### config.mk
export PLATFORM = sky130hd
export DESIGN_NAME = c3st_kernel
export DESIGN_NICKNAME = d
export VERILOG_FILES = /design/src/design/assert_macros.svh /design/src/design/c3st_pkg.sv /design/src/design/c3st_kernel.sv
export SDC_FILE = /design/constraint.sdc
export NUM_CORES = 1
export LEC_CHECK = 0
export ABC_AREA = 0
export BUFFER_PORTS_ARGS = -buffer_cell sky130_fd_sc_hd__buf_4
export CORE_MARGIN = 2
export CORE_UTILIZATION = 51
export DETAILED_ROUTE_END_ITERATION = 7
export GPL_TIMING_DRIVEN = 0
export PLACE_DENSITY = 0.74
export SLEW_MARGIN = 20
export SYNTH_ARGS = -nofsm -noshare
export SYNTH_HDL_FRONTEND = slang
export SYNTH_SLANG_ARGS = --single-unit
### constraint.sdc
create_clock -name vclk -period 7.1
set_input_delay 0 -clock vclk [all_inputs]
set_output_delay 0 -clock vclk [all_outputs]
set_load 0.01 [all_outputs]
### src/design/assert_macros.svh
// ---------------------------------------------------------------------------
// assert_macros.svh
// Assertion wrappers for the conv3x3 sign threshold block.
// Define NO_ASSERTIONS to compile them out.
// ---------------------------------------------------------------------------
`ifndef ASSERT_MACROS_SVH
`define ASSERT_MACROS_SVH
`ifndef NO_ASSERTIONS
// Checked on posedge clk, ignored while rst_n is low.
`define C3ST_ASSERT(lbl, prop, msg) \
  lbl: assert property (@(posedge clk) disable iff (!rst_n) prop) else $error(msg);
// Checked on every posedge clk, reset included.
`define C3ST_ASSERT_ALWAYS(lbl, prop, msg) \
  lbl: assert property (@(posedge clk) prop) else $error(msg);
`else
`define C3ST_ASSERT(lbl, prop, msg)
`define C3ST_ASSERT_ALWAYS(lbl, prop, msg)
`endif
`endif

### src/design/c3st_pkg.sv
// ---------------------------------------------------------------------------
// c3st_pkg
// Frame geometry, kernel coefficients and the types shared by the
// conv3x3 sign threshold block.
// ---------------------------------------------------------------------------
package c3st_pkg;

  localparam int WIDTH  = 1920;
  localparam int HEIGHT = 1080;

  localparam int COL_W = $clog2(WIDTH);
  localparam int ROW_W = $clog2(HEIGHT);
  localparam int POS_W = 11;
  localparam int PIX_W = 8;
  localparam int SUM_W = 16;

  localparam logic [COL_W-1:0] COL_MAX = COL_W'(WIDTH - 1);
  localparam logic [ROW_W-1:0] ROW_MAX = ROW_W'(HEIGHT - 1);

  localparam logic [PIX_W-1:0] VAL_LO = 8'd0;
  localparam logic [PIX_W-1:0] VAL_HI = 8'd255;

  // Coefficients scaled by 200, indexed [row][col], row 0 is the row above.
  localparam logic signed [6:0] KERN [3][3] = '{
    '{ 7'sd25, -7'sd28,  7'sd10},
    '{-7'sd28,  7'sd0,  -7'sd15},
    '{ 7'sd10, -7'sd15,  7'sd25}
  };

  typedef struct packed {
    logic [PIX_W-1:0] pixel;
    logic             frame_start;
  } in_t;

  typedef struct packed {
    logic [PIX_W-1:0] value;
    logic [POS_W-1:0] row;
    logic [POS_W-1:0] col;
    logic             last;
  } out_t;

  // [wr][wc]: [2][2] is the newest pixel, [0][0] the oldest corner.
  typedef logic [2:0][2:0][PIX_W-1:0] win_t;

  // Per window row / column: 1 if that tap lies inside the frame.
  // Bit 3 stands for the row or column past the window and is always 0.
  typedef struct packed {
    logic [3:0] row_ok;
    logic [3:0] col_ok;
  } bound_ok_t;

endpackage

### src/design/c3st_kernel.sv
// ---------------------------------------------------------------------------
// c3st_kernel
// One 3x3 kernel sum over a window, centred at a chosen offset, with taps
// outside the frame forced to zero, and its sign threshold.
// ---------------------------------------------------------------------------
module c3st_kernel import c3st_pkg::*; (
  input  win_t             win,
  input  logic             oy,
  input  logic             ox,
  input  bound_ok_t        bnd,
  output logic [PIX_W-1:0] value
);

  logic [1:0]              wr;
  logic [1:0]              wc;
  logic [PIX_W-1:0]        tv;
  logic signed [SUM_W-1:0] term;
  logic signed [SUM_W-1:0] sum;

  always_comb begin
    sum  = '0;
    wr   = '0;
    wc   = '0;
    tv   = '0;
    term = '0;
    for (int dy = 0; dy < 3; dy++) begin
      for (int dx = 0; dx < 3; dx++) begin
        wr = 2'(dy) + 2'(oy);
        wc = 2'(dx) + 2'(ox);
        // index 3 falls past the window: row_ok/col_ok bit 3 is zero
        tv = (bnd.row_ok[wr] && bnd.col_ok[wc]) ? win[wr[1:0]][wc[1:0]] : '0;
        term = SUM_W'(KERN[dy][dx]) * SUM_W'(signed'({1'b0, tv}));
        sum  = sum + term;
      end
    end
    value = sum[SUM_W-1] ? VAL_LO : VAL_HI;
  end

endmodule
==> flow_summary.toml <==
[outcome]
status = "finished, violations left"
violations = "setup timing"

[final_layout]
areaGrowthSynthToFinish_pct = 25.4
regArea_um2 = 0
fin_area_um2 = 9030
n_clock_buffer = 0
nFlopsAndLatches = 0
nets = 1288
drive_gt1_share_pct = 28.9
diodes = 0

[route]
vias = 6112
routed_wl_mm = 20.2
first_pass_iters = 5
drtIter0Drc = 340
avgViaCountPerCell = 5.42
drc = 0
ant_nets = 0
wl_per_cell_um = 17.9

[critical_path]
cpMaxStageDelayCell = "fa_1"
start_kind = "input pin"
endpoint_kind = "primary output"
crit_type = "input pin to primary output"
worstSetupEndpoint = "value[2]"
slowest_delay_ns = 0.56
arrival_ns = 7.32
critPathRequiredTime_ns = 7.10
startpoint = "oy"
path_max_fanout = 8
crit_top_cell = "fa_1"

[die]
dieArea_um2 = 15100
row_count = 43
io_pins = 90
die_width_um = 123
core_area_um2 = 13800
floorplan.initialDensity_pct = 52.1
die_h_um = 123

[timing]
post-route-period-util_pct = 103
period_needed_ns = 7.32
setup_viol = 8
setup_tns_ns = -1.69
tightest_slew_ns = 0.844
slew_headroom_pct = 43.5
fmax_ghz = 0.137
finalHoldViolCount = 0
slew_viol_final = 0
timing.hold.ws_ns = 1.21
worst_slack_ns = -0.223
rsz0062_at_grt = "yes"

[yosys]
synth-simple-area-share_pct = 9.74
yosysTopAreaCellShare_pct = 29.2
yosys_warnings = 0
synth_common_cells = "193 x inv_1, 168 x ha_1, 88 x fa_1, 50 x nor2_1, 47 x nand2_1"
synth_top_family_by_area = "adder cells"
synth-xor-area-share_pct = 4.99
synthDistinctLibCells = 51
ys_top_cells_by_area = "ha_1 29%, fa_1 24%, inv_1 10%, mux2i_1 5.0%, xnor2_1 3.5%"
synthesis.area_um2 = 7200
syn-num-nets = 1166
avgSynthCellArea_um2 = 8.70
ys_seq_area_share_pct = 0
yosys.area.top_type = "ha_1"
synthAdderAreaFrac_pct = 53.6
yosysMostFrequentCell = "inv_1"
synthCells = 828
synth-compound-area-share_pct = 7.10
muxShareOfSynthArea_pct = 11.6

[global_route]
grt_first_pass_wirelength_mm = 31.6
grt_overflow = 0
grt_use_total_pct = 27.2
grt_max_degree = 11
grt_pass1_vias = 6323
antenna_found_initial = 0

[placed_design]
dpl_cell_area_um2 = 8210
place_congestion = 0.942
portBuffers = 88
hpwl_mm = 17.0

[hold_path]
hold_path_class = "input pin to primary output"
hold_path_depth = 8

[job]
max-cap-violations = 0

[clock_network]
hold_buffers = 0
==> cell type report <==
class              instances  area, um^2
multi-input cells        601        6840
well taps                180         225
inverters                205         773
repair buffers           120         933
fillers                 1134        4790
plain buffers             22         268
==> kinds of logic after synthesis <==
group / Yosys count
compound gates: 82
xor+xnor: 41
fa+ha+maj: 256
buf+inv: 227
mux: 74
simple gates: 148
==> per-stage QoR <==
stage	cells	setup WS, ns	utilization, %
after global routing	1128	-0.513	65.3
after CTS	1120	-0.246	64.3
final	1128	-0.223	65.3
after global placement	1096	-0.924	59.3
after detailed placement	1096	-0.876	59.3
after floorplan	828	0.00588	-
==> layout by cell type (no fill, tap or decap), drive strengths merged, types with 2 or more instances in the layout <==
cell    count
inv       204
ha        168
buf       140
fa         88
nor2       55
nand2      48
mux2i      39
mux2       32
xnor2      29
o21ai      28
a21oi      25
nand2b     14
xor2       12
and2        7
and3        5
a21o        5
nor2b       5
a211oi      5
o41ai       4
nor3        4
o21a        4
nand3       4
mux4        3
o21bai      2
o31a        2
nand4       2
a31oi       2
o211ai      2
clkbuf      2
or3         2
==> what timing repair did <==
item / 4_1_cts / 5_1_grt
buffers inserted: 24 / 9
setup endpoints to repair: 8 / 8
pin swaps: 53 / 30
resized for setup: 91 / 24
==> worst min-delay path by stage <==
stage,from,to,slack (ns)
floorplan,bnd[6],value[0],0.69
global placement,bnd[6],value[0],1.12
detailed placement,bnd[6],value[0],1.12
CTS,bnd[6],value[0],1.22
global route,bnd[6],value[0],1.25
finish,bnd[6],value[0],1.21
==> critical path, delay by kind of cell <==
kind / cells / cell delay, ns
muxes: 1 / 0.33
adders and majority gates: 11 / 4.04
buffers and inverters: 12 / 1.06
xor gates and xnor gates: 1 / 0.21
AOI/OAI and AO/OA: 6 / 1.33
and+or+nand+nor: 4 / 0.33
==> layer usage <==
layer	share of wire, %	global-route usage (%)	vias to the layer above
met5	0	0	-
met4	4.4	11.0	0
met3	6.6	3.95	62
met2	48	44.6	225
met1	42	36.0	2934
li1	-	-	2891
Power is left out: the tool's default activity adds up to more than one toggle a clock period on the data nets, which glitch-free logic cannot reach.
